`src/hw/rtl/rrst_pkg.sv`:
```
`timescale 1ns / 1ps
`default_nettype none
// ----------------------------------------------------------------------------
// Row range tracker package
// Mark and status codes and the fixed widths of the item fields.
// ----------------------------------------------------------------------------
package rrst_pkg;

   localparam int IO_ROW_W = 16;

   typedef logic [IO_ROW_W-1:0] io_row_type;
   typedef logic [1:0]          mark_type;
   typedef logic [1:0]          status_type;

   localparam mark_type MARK_BLANK     = 2'd0;
   localparam mark_type MARK_REQUESTED = 2'd1;
   localparam mark_type MARK_LOADED    = 2'd2;

   localparam status_type STATUS_APPLIED = 2'd0;
   localparam status_type STATUS_IGNORED = 2'd1;
   localparam status_type STATUS_FULL    = 2'd2;

endpackage
`default_nettype wire

```
`src/hw/rtl/rrst_if.sv`:
```
`timescale 1ns / 1ps
`default_nettype none
// ----------------------------------------------------------------------------
// Row range tracker channels
// Request and response channels with a valid/ready handshake.
// ----------------------------------------------------------------------------
interface rrst_req_if
   import rrst_pkg::*;
   ();
   logic       valid;
   logic       ready;
   logic       func;
   io_row_type row_from;
   io_row_type row_to;

   modport source (output valid, output func, output row_from, output row_to, input ready);
   modport sink   (input valid, input func, input row_from, input row_to, output ready);
endinterface

interface rrst_rsp_if
   import rrst_pkg::*;
   ();
   logic       valid;
   logic       ready;
   io_row_type range_start;
   io_row_type range_end;
   mark_type   range_mark;
   logic       last_range;
   logic       fully_loaded;
   status_type status;

   modport source (output valid, output range_start, output range_end, output range_mark,
                   output last_range, output fully_loaded, output status, input ready);
   modport sink   (input valid, input range_start, input range_end, input range_mark,
                   input last_range, input fully_loaded, input status, output ready);
endinterface
`default_nettype wire

```
`src/hw/rtl/rrst_bank.sv`:
```
`timescale 1ns / 1ps
`default_nettype none
// ----------------------------------------------------------------------------
// Range table bank
// One synchronous memory of range entries, one write and one registered read.
// ----------------------------------------------------------------------------
module rrst_bank #(
   parameter int DEPTH  = 32,
   parameter int DATA_W = 34,
   parameter int AW     = 5
) (
   input  wire logic              clock,
   input  wire logic              wr_en,
   input  wire logic [AW-1:0]     wr_addr,
   input  wire logic [DATA_W-1:0] wr_data,
   input  wire logic              rd_en,
   input  wire logic [AW-1:0]     rd_addr,
   output logic      [DATA_W-1:0] rd_data
);

   logic [DATA_W-1:0] mem [DEPTH];

   always_ff @(posedge clock) begin
      if (wr_en) begin
         mem[wr_addr] <= wr_data;
      end
   end

   // The read data holds while no read is issued.
   always_ff @(posedge clock) begin
      if (rd_en) begin
         rd_data <= mem[rd_addr];
      end
   end

endmodule
`default_nettype wire

```
`src/hw/rtl/row_range_state_tracker.sv`:
```
`timescale 1ns / 1ps
`default_nettype none
// ----------------------------------------------------------------------------
// Row range state tracker
// Keeps rows 1..total as a sorted partition of marked ranges and repaints it.
// ----------------------------------------------------------------------------
//  Channel   Dir  Carries
//  req       in   func, row_from, row_to: one paint request per item
//  rsp       out  one item per range of the partition, last_range on the final
//  csr       in   total_rows write: one blank range, or an empty table for 0
//
//  A request walks the table twice (left parts, then right parts), one entry
//  a cycle through the memory read port, then streams count results at one a
//  cycle while the response is not stalled. Ignored requests skip the walk.
//  The table sits in two banks: the new partition is built in the other bank
//  and the banks swap only when it fits, so a full table stays unchanged.
//  Reset empties the table; the memories need no clearing.
//  Response stalls hold the stream; requests are taken only in the idle state.
// ----------------------------------------------------------------------------
module row_range_state_tracker
   import rrst_pkg::*;
#(
   parameter int MAX_RANGES = 32,
   parameter int ROW_BITS   = 16
) (
   input  wire logic       clock,
   input  wire logic       reset,
   rrst_req_if.sink        req,
   rrst_rsp_if.source      rsp,
   input  wire logic       csr_we,
   input  wire io_row_type csr_wdata
);

   localparam int AW = (MAX_RANGES > 1) ? $clog2(MAX_RANGES) : 1;
   localparam int CW = $clog2(MAX_RANGES + 1);
   localparam int WW = $clog2(MAX_RANGES + 2);
   localparam int EW = 2 * ROW_BITS + 2;

   localparam logic [2:0] S_IDLE = 3'd0;
   localparam logic [2:0] S_P1   = 3'd1;
   localparam logic [2:0] S_NEW  = 3'd2;
   localparam logic [2:0] S_P2   = 3'd3;
   localparam logic [2:0] S_FIN  = 3'd4;
   localparam logic [2:0] S_EMIT = 3'd5;

   logic [2:0]          state_ff, state_in;
   logic [ROW_BITS-1:0] total_ff, total_in;
   logic [CW-1:0]       count_ff, count_in;
   logic                sel_ff, sel_in;
   logic [ROW_BITS-1:0] from_ff, from_in, to_ff, to_in;
   mark_type            mark_ff, mark_in;
   status_type          status_ff, status_in;
   logic [CW-1:0]       rd_idx_ff, rd_idx_in;
   logic [CW-1:0]       ld_idx_ff, ld_idx_in;
   logic                pend_ff, pend_in;
   logic                rdsel_ff, rdsel_in;
   logic [ROW_BITS-1:0] acc_s_ff, acc_s_in, acc_e_ff, acc_e_in;
   mark_type            acc_m_ff, acc_m_in;
   logic [WW-1:0]       wcnt_ff, wcnt_in;
   logic                rsp_valid_ff, rsp_valid_in;
   io_row_type          rsp_start_ff, rsp_start_in, rsp_end_ff, rsp_end_in;
   mark_type            rsp_mark_ff, rsp_mark_in;
   logic                rsp_last_ff, rsp_last_in, rsp_full_ff, rsp_full_in;
   status_type          rsp_status_ff, rsp_status_in;

   logic                rd_en;
   logic [AW-1:0]       rd_addr;
   logic [EW-1:0]       q0, q1, q;
   logic [ROW_BITS-1:0] q_s, q_e;
   mark_type            q_m;
   logic                pw_en, cfg_en;
   logic [AW-1:0]       pw_addr;
   logic [EW-1:0]       pw_data, cfg_data;
   logic                push_en;
   logic [ROW_BITS-1:0] push_s, push_e;
   mark_type            push_m;
   logic [WW-1:0]       wm1;
   logic                can_load, issue;
   logic [ROW_BITS-1:0] in_from, in_to, cfg_total;
   logic [EW-1:0]       bank_q [2];

   assign q   = rdsel_ff ? q1 : q0;
   assign q_s = q[EW-1 -: ROW_BITS];
   assign q_e = q[ROW_BITS+1 -: ROW_BITS];
   assign q_m = q[1:0];
   assign wm1 = wcnt_ff - 1'b1;
   assign in_from   = ROW_BITS'(req.row_from);
   assign in_to     = ROW_BITS'(req.row_to);
   assign cfg_total = ROW_BITS'(csr_wdata);
   assign can_load  = !rsp_valid_ff || rsp.ready;
   assign cfg_data  = {ROW_BITS'(1), cfg_total, MARK_BLANK};
   assign cfg_en    = csr_we && (cfg_total != '0);

   for (genvar b = 0; b < 2; b++) begin : g_bank
      logic          b_we;
      logic [AW-1:0] b_addr;
      logic [EW-1:0] b_data;
      // The current bank takes configuration writes; the other one is rebuilt.
      assign b_we   = (cfg_en && (sel_ff == 1'(b))) || (pw_en && (sel_ff != 1'(b)));
      assign b_addr = cfg_en ? '0 : pw_addr;
      assign b_data = cfg_en ? cfg_data : pw_data;
      rrst_bank #(.DEPTH(MAX_RANGES), .DATA_W(EW), .AW(AW)) u_bank (
         .clock   (clock),
         .wr_en   (b_we),
         .wr_addr (b_addr),
         .wr_data (b_data),
         .rd_en   (rd_en),
         .rd_addr (rd_addr),
         .rd_data (bank_q[b])
      );
   end
   assign q0 = bank_q[0];
   assign q1 = bank_q[1];

   assign req.ready        = (state_ff == S_IDLE);
   assign rsp.valid        = rsp_valid_ff;
   assign rsp.range_start  = rsp_start_ff;
   assign rsp.range_end    = rsp_end_ff;
   assign rsp.range_mark   = rsp_mark_ff;
   assign rsp.last_range   = rsp_last_ff;
   assign rsp.fully_loaded = rsp_full_ff;
   assign rsp.status       = rsp_status_ff;

   always_comb begin
      state_in = state_ff;   total_in = total_ff;   count_in = count_ff;
      sel_in = sel_ff;       from_in = from_ff;     to_in = to_ff;
      mark_in = mark_ff;     status_in = status_ff; rd_idx_in = rd_idx_ff;
      ld_idx_in = ld_idx_ff; pend_in = pend_ff;     rdsel_in = rdsel_ff;
      acc_s_in = acc_s_ff;   acc_e_in = acc_e_ff;   acc_m_in = acc_m_ff;
      wcnt_in = wcnt_ff;
      rsp_valid_in = rsp_valid_ff; rsp_start_in = rsp_start_ff; rsp_end_in = rsp_end_ff;
      rsp_mark_in = rsp_mark_ff;   rsp_last_in = rsp_last_ff;   rsp_full_in = rsp_full_ff;
      rsp_status_in = rsp_status_ff;
      rd_en = 1'b0;  rd_addr = rd_idx_ff[AW-1:0];
      pw_en = 1'b0;  pw_addr = wm1[AW-1:0];  pw_data = {acc_s_ff, acc_e_ff, acc_m_ff};
      push_en = 1'b0; push_s = from_ff; push_e = to_ff; push_m = mark_ff;
      issue = 1'b0;

      if (rsp_valid_ff && rsp.ready) begin
         rsp_valid_in = 1'b0;
      end

      unique case (state_ff)
         S_IDLE: begin
            if (req.valid) begin
               from_in   = in_from;
               to_in     = in_to;
               mark_in   = req.func ? MARK_LOADED : MARK_REQUESTED;
               rd_idx_in = '0;
               ld_idx_in = '0;
               pend_in   = 1'b0;
               wcnt_in   = '0;
               if ((in_from != '0) && (in_from <= in_to) && (in_to <= total_ff)
                   && (count_ff != '0)) begin
                  status_in = STATUS_APPLIED;
                  state_in  = S_P1;
               end else begin
                  status_in = STATUS_IGNORED;
                  state_in  = S_EMIT;
               end
            end
         end
         S_P1, S_P2: begin
            issue = (rd_idx_ff < count_ff);
            if (issue) begin
               rd_en     = 1'b1;
               rd_idx_in = rd_idx_ff + 1'b1;
               rdsel_in  = sel_ff;
            end
            pend_in = issue;
            if (pend_ff) begin
               if (state_ff == S_P1) begin
                  // Part of the entry left of the painted rows.
                  push_en = (q_s < from_ff);
                  push_s  = q_s;
                  push_e  = (q_e < (from_ff - 1'b1)) ? q_e : (from_ff - 1'b1);
               end else begin
                  // Part of the entry right of the painted rows.
                  push_en = (q_e > to_ff);
                  push_s  = (q_s > to_ff) ? q_s : (to_ff + 1'b1);
                  push_e  = q_e;
               end
               push_m = q_m;
            end
            if (!issue && !pend_ff) begin
               rd_idx_in = '0;
               state_in  = (state_ff == S_P1) ? S_NEW : S_FIN;
            end
         end
         S_NEW: begin
            push_en  = 1'b1;
            state_in = S_P2;
         end
         S_FIN: begin
            if (wcnt_ff <= WW'(MAX_RANGES)) begin
               pw_en     = 1'b1;
               count_in  = CW'(wcnt_ff);
               sel_in    = !sel_ff;
               status_in = STATUS_APPLIED;
            end else begin
               status_in = STATUS_FULL;
            end
            rd_idx_in = '0;
            ld_idx_in = '0;
            pend_in   = 1'b0;
            state_in  = S_EMIT;
         end
         S_EMIT: begin
            if (count_ff == '0) begin
               if (can_load) begin
                  rsp_valid_in  = 1'b1;
                  rsp_start_in  = '0;
                  rsp_end_in    = '0;
                  rsp_mark_in   = MARK_BLANK;
                  rsp_last_in   = 1'b1;
                  rsp_full_in   = 1'b0;
                  rsp_status_in = status_ff;
                  state_in      = S_IDLE;
               end
            end else begin
               issue = (rd_idx_ff < count_ff) && (!pend_ff || can_load);
               if (pend_ff && can_load) begin
                  rsp_valid_in  = 1'b1;
                  rsp_start_in  = IO_ROW_W'(q_s);
                  rsp_end_in    = IO_ROW_W'(q_e);
                  rsp_mark_in   = q_m;
                  rsp_last_in   = (ld_idx_ff == (count_ff - 1'b1));
                  rsp_full_in   = (count_ff == CW'(1)) && (q_m == MARK_LOADED);
                  rsp_status_in = status_ff;
                  ld_idx_in     = ld_idx_ff + 1'b1;
                  if (ld_idx_ff == (count_ff - 1'b1)) begin
                     state_in = S_IDLE;
                  end
               end
               if (issue) begin
                  rd_en     = 1'b1;
                  rd_idx_in = rd_idx_ff + 1'b1;
                  rdsel_in  = sel_ff;
                  pend_in   = 1'b1;
               end else if (can_load) begin
                  pend_in = 1'b0;
               end
            end
         end
         default: begin
            state_in = S_IDLE;
         end
      endcase

      // Append to the new partition, merging with an equal-marked predecessor.
      // The open entry is written out when a different mark follows it or the walk ends.
      if (push_en) begin
         if ((wcnt_ff != '0) && (acc_m_ff == push_m)) begin
            acc_e_in = push_e;
         end else begin
            if ((wcnt_ff != '0) && (wcnt_ff <= WW'(MAX_RANGES))) begin
               pw_en = 1'b1;
            end
            acc_s_in = push_s;
            acc_e_in = push_e;
            acc_m_in = push_m;
            if (wcnt_ff != WW'(MAX_RANGES + 1)) begin
               wcnt_in = wcnt_ff + 1'b1;
            end
         end
      end

      if (csr_we) begin
         total_in = cfg_total;
         count_in = (cfg_total == '0) ? '0 : CW'(1);
      end
   end

   always_ff @(posedge clock) begin
      if (reset) begin
         state_ff     <= S_IDLE;
         total_ff     <= '0;
         count_ff     <= '0;
         sel_ff       <= 1'b0;
         pend_ff      <= 1'b0;
         rsp_valid_ff <= 1'b0;
         wcnt_ff      <= '0;
      end else begin
         state_ff     <= state_in;
         total_ff     <= total_in;
         count_ff     <= count_in;
         sel_ff       <= sel_in;
         pend_ff      <= pend_in;
         rsp_valid_ff <= rsp_valid_in;
         wcnt_ff      <= wcnt_in;
      end
   end

   always_ff @(posedge clock) begin
      from_ff       <= from_in;
      to_ff         <= to_in;
      mark_ff       <= mark_in;
      status_ff     <= status_in;
      rd_idx_ff     <= rd_idx_in;
      ld_idx_ff     <= ld_idx_in;
      rdsel_ff      <= rdsel_in;
      acc_s_ff      <= acc_s_in;
      acc_e_ff      <= acc_e_in;
      acc_m_ff      <= acc_m_in;
      rsp_start_ff  <= rsp_start_in;
      rsp_end_ff    <= rsp_end_in;
      rsp_mark_ff   <= rsp_mark_in;
      rsp_last_ff   <= rsp_last_in;
      rsp_full_ff   <= rsp_full_in;
      rsp_status_ff <= rsp_status_in;
   end

endmodule
`default_nettype wire

```
`src/flat_wrapper.sv`:
```
// flat-port wrapper written by rule: the top's interface ports become plain ports
module row_range_state_tracker_flat import rrst_pkg::*;
#(
   parameter int MAX_RANGES = 32,
   parameter int ROW_BITS   = 16
)
  (clock, reset, csr_we, csr_wdata, req_valid, req_func, req_row_from, req_row_to, req_ready, rsp_valid, rsp_range_start, rsp_range_end, rsp_range_mark, rsp_last_range, rsp_fully_loaded, rsp_status, rsp_ready);
  rrst_req_if req_i ();
  rrst_rsp_if rsp_i ();
  input  wire logic clock;
  input  wire logic reset;
  input  wire logic csr_we;
  input  wire io_row_type csr_wdata;
  input wire logic [$bits(req_i.valid)-1:0] req_valid;
  input wire logic [$bits(req_i.func)-1:0] req_func;
  input wire logic [$bits(req_i.row_from)-1:0] req_row_from;
  input wire logic [$bits(req_i.row_to)-1:0] req_row_to;
  output wire logic [$bits(req_i.ready)-1:0] req_ready;
  output wire logic [$bits(rsp_i.valid)-1:0] rsp_valid;
  output wire logic [$bits(rsp_i.range_start)-1:0] rsp_range_start;
  output wire logic [$bits(rsp_i.range_end)-1:0] rsp_range_end;
  output wire logic [$bits(rsp_i.range_mark)-1:0] rsp_range_mark;
  output wire logic [$bits(rsp_i.last_range)-1:0] rsp_last_range;
  output wire logic [$bits(rsp_i.fully_loaded)-1:0] rsp_fully_loaded;
  output wire logic [$bits(rsp_i.status)-1:0] rsp_status;
  input wire logic [$bits(rsp_i.ready)-1:0] rsp_ready;
  assign req_i.valid = req_valid;
  assign req_i.func = req_func;
  assign req_i.row_from = req_row_from;
  assign req_i.row_to = req_row_to;
  assign req_ready = req_i.ready;
  assign rsp_valid = rsp_i.valid;
  assign rsp_range_start = rsp_i.range_start;
  assign rsp_range_end = rsp_i.range_end;
  assign rsp_range_mark = rsp_i.range_mark;
  assign rsp_last_range = rsp_i.last_range;
  assign rsp_fully_loaded = rsp_i.fully_loaded;
  assign rsp_status = rsp_i.status;
  assign rsp_i.ready = rsp_ready;
  row_range_state_tracker #(.MAX_RANGES(MAX_RANGES), .ROW_BITS(ROW_BITS)) u_core (.clock(clock), .reset(reset), .req(req_i), .rsp(rsp_i), .csr_we(csr_we), .csr_wdata(csr_wdata));
endmodule
```
`config.mk`:
```
export PLATFORM = sky130hd
export DESIGN_NAME = row_range_state_tracker_flat
export DESIGN_NICKNAME = d
export VERILOG_FILES = /design/src/hw/rtl/rrst_pkg.sv /design/src/hw/rtl/rrst_if.sv /design/src/hw/rtl/rrst_bank.sv /design/src/hw/rtl/row_range_state_tracker.sv /design/src/flat_wrapper.sv
export SDC_FILE = /design/constraint.sdc
export NUM_CORES = 2
export LEC_CHECK = 0
export BUFFER_PORTS_ARGS = -buffer_cell sky130_fd_sc_hd__clkbuf_2
export CAP_MARGIN = 30
export CORE_MARGIN = 5
export CORE_UTILIZATION = 54
export DETAILED_ROUTE_END_ITERATION = 8
export PLACE_DENSITY = 0.7
export SKIP_CTS_REPAIR_TIMING = 1
export SYNTH_ARGS = -nofsm -noshare
export SYNTH_HDL_FRONTEND = slang
export SYNTH_SLANG_ARGS = --single-unit
```
`constraint.sdc`:
```
create_clock -name clock -period 8 [get_ports clock]
set_clock_uncertainty 0.05 [all_clocks]
set_input_delay 1.6 -clock clock [delete_from_list [all_inputs] [get_ports clock]]
set_output_delay 1.6 -clock clock [all_outputs]
set_load 0.005 [all_outputs]
```
==> impl_results.md <==
* Status: complete, no violations
* PortBufs at 93
* Layout Area Growth over Synthesis at 12.41%
* CTS sink count at approximately 2400
* Power Total at roughly 0.035 W
* CP endpoint kind: flop
* First-pass GRT wire length at between 300000 and 400000 um
* Top FF cell, synth: edfxtp_1
* Seq cells post-synth at ~2400
* Crit path DAT at 6.15 ns
* Worst hold path class: flop to flop
* Met2 Resource Use GR at about two fifths
* Power Dens Cells at between 300 and 400 mW/mm^2
* Most Crowded Layer GR: met2
* Routed vias at about 47000
* Slew HR at 28.03%
* Sequential share of the synthesized area at between 70% and 80%
* Total wire length at around 240000 um
* Dpl cell area at around 0.099 mm^2
* Core Rows at roughly 150
* DR pass1 iterations at 6
* Post-Layout Inst Area at 0.1068 mm^2
* Worst VDD drop at 0.2780 mV
* DRC at 0
* DR iter-0 viols at around 6600
* Setup crit start kind: flop
* Final setup violation count at 0
* Syn_nets at about 4500
* Final worst slack at ~2.3 ns
* CTS H-tree lvls at 4
* Placer Congestion at 0.9129
* Fin crit period at roughly 5.7 ns
* Vias in the first global route at about 46000
* Commonest non-fill, non-tap cell in the layout: edfxtp_1
* Fmax achieved at 174.9 MHz
* Chip height at ~430 um
* Yosys cell types at 69
* CP max-delay cell: edfxtp_1
* Final nets at between 4000 and 5000
* CTS root buffer: clkbuf_16
* Top cell by count, worst path: buf_4
* Wire per inst at roughly 34 um
* RSZ-0062 raised after global routing: no
* Met1 Usage GRT at a little under 40%
* Worst-Margin Slew at around 1.1 ns
* Die X at about 430 um
* Max FO, Critical Path at 24
* Top-area cell type share of the netlist area at 74.74%
* Layout cells sized above 1 at about 31%
* CTS Buf Count at between 200 and 250
* Post-Synthesis Cell Area at approximately 0.095 mm^2
* Cells after Synth at roughly 4400
* Crit Path Category: flop to flop
* Asr flop ratio synth at 0%
* Most frequent cells in the layout: edfxtp_1 (2365), mux4_2 (680), clkbuf_16 (234)
* Total grt overflow at 0
* Critical path required time at approximately 8.4 ns
* Post-synth EDFFs at between 2000 and 2500
* Critical Path Max Stage Delay at ~0.90 ns
* Initial antenna violation count at 18
* Worst Setup Slack post-DPL at around 2.5 ns
* Die ar. at about 0.18 mm^2
* Core area at about 0.18 mm^2
* Area contributors post-synth: edfxtp_1 (75%), mux4_2 (16%), ha_1 (1.4%), mux2_2 (1.2%), dfxtp_1 (0.72%)
* Initial Util at between 50% and 60%
* CP Cell Sequence: buf_4, mux2_2, ha_1, a21o_1, a21o_1, a211oi_2, o32ai_1, o31ai_1, a21oi_1, buf_4, nor3_2, buf_4
* Worst-path clk slew at about 0.060 ns
* Max-cap viol count at 0
* CTS tree: built
* P_leak at between 30 and 40 nW
* Latest clock arrival within the worst-skew pair at a little under 0.9 ns
* Setup TNS at 0 ns
* Syn Area/Cell at 21.80 um^2
* YS warnings at 0
* CTS max path bufs at 3
* Final hold violations at 0
* Cell taking the most area after synthesis: edfxtp_1
* M3 GR Usage at under 10%
* Post-DP HPWL at 143300 um
* Average vias per placed instance at around 6.5
* Period utilization at between 70% and 80%
* Routed Antenna Nets at 0
* Largest net degree at the start of global routing at 138
* Slew Limit Fails at 0
* Ports at 94
* Overall routing resource usage at 26.26%
==> registers in the layout (all words and copies together) (netlist names), 3 cells and up <==
register                      flops
u_core.g_bank.u_bank.mem       2176
u_core.wcnt_ff                    6
u_core.rd_idx_ff                  6
u_core.count_ff                   6
u_core.rsp.range_end             16
u_core.to_ff                     16
u_core.acc_e_ff                  16
u_core.rsp.range_start           16
u_core.ld_idx_ff                  6
u_core.total_ff                  16
u_core.acc_s_ff                  16
u_core.g_bank.u_bank.rd_data     68
u_core.from_ff                   16
u_core.state_ff                   3
==> cells in the mapped netlist (6+ instances only) <==
| cell | instances |
|---|---|
| clkbuf_1 | 141 |
| xor2_1 | 7 |
| buf_2 | 9 |
| nor3_1 | 93 |
| o21ai_0 | 52 |
| nor2_1 | 97 |
| dfxtp_1 | 34 |
| buf_1 | 61 |
| o21a_1 | 6 |
| and2_1 | 26 |
| a21o_1 | 14 |
| nand2_1 | 127 |
| mux4_2 | 680 |
| edfxtp_1 | 2365 |
| xnor2_1 | 41 |
| nand3_1 | 39 |
| ha_1 | 108 |
| a21oi_1 | 58 |
| inv_1 | 121 |
| mux2i_1 | 39 |
| nor4_1 | 13 |
| and3_1 | 8 |
| mux2_2 | 101 |
| nand2b_1 | 9 |
| a31oi_1 | 7 |
| nor2b_1 | 10 |
| nand4_1 | 15 |
==> metrics by stage <==
stage,util [%],hold WS (ns),instances
after global routing,60.84,0.3774,7166
final,60.85,0.3646,7169
after global placement,56.62,0.3661,6738
after floorplan,-,0.3503,4358
after detailed placement,56.66,0.3736,6744
after CTS,60.81,0.3633,7163
==> cell type report <==
class,instances,area (um^2)
Tap cell,2340,2928
Multi-Input combinational cell,1626,22480
Clock buffer,279,6025
Timing Repair Buffer,261,1942
Inverter,121,454.2
Clock inverter,140,1269
Fill cell,11880,68730
Antenna cell,3,7.507
Sequential cell,2399,71700
==> final timing paths <==
check / cells after the start / slack [ns] / to / start
max: 12 / 2.28 / u_core.g_bank[1].u_bank.mem[16][19]$_DFFE_PP_ / u_core.rdsel_ff$_DFFE_PP_
min: 0 / 0.36 / u_core.rsp.status[1]$_DFFE_PP_ / u_core.status_ff[1]$_SDFFCE_PN0P_
max reg2reg: 12 / 2.28 / u_core.g_bank[1].u_bank.mem[16][19]$_DFFE_PP_ / u_core.rdsel_ff$_DFFE_PP_
min reg2reg: 0 / 0.36 / u_core.rsp.status[1]$_DFFE_PP_ / u_core.status_ff[1]$_SDFFCE_PN0P_
==> where the power goes <==
| group | switching [W] | internal [W] | leakage (nW) |
|---|---|---|---|
| clock network | 0.00457 | 0.00598 | 3.56 |
| registers | 0.000285 | 0.0147 | 21.8 |
| logic | 0.00555 | 0.00408 | 8.59 |
==> critical path: cells and delay by family, from the launching register on <==
family / cells / cell delay (ns)
buf+inv: 3 / 1.22
flops: 1 / 0.90
simple gates: 1 / 0.81
compound gates: 6 / 1.54
mux: 1 / 0.44
fa+ha+maj: 1 / 0.33
==> layer usage <==
metal / vias up / part of all wire [%] / wire (um)
met5: - / 0.017 / 40
met4: 6 / 2.9 / 7023
met3: 365 / 11 / 25740
met2: 2767 / 47 / 113100
met1: 24870 / 40 / 96050
li1: 18790 / - / -
==> logic make-up after synthesis <==
kind of cell	share of synthesized area, %
AO/OA/AOI/OAI	1.221
XOR/XNOR	0.4425
multiplexers	17.77
AND/OR/NAND/NOR	2.353
flip-flops	75.46
buffers and inverters	1.335
adder cells (fa/ha/maj)	1.422
Note: power is estimated with default switching activity, not from simulation.
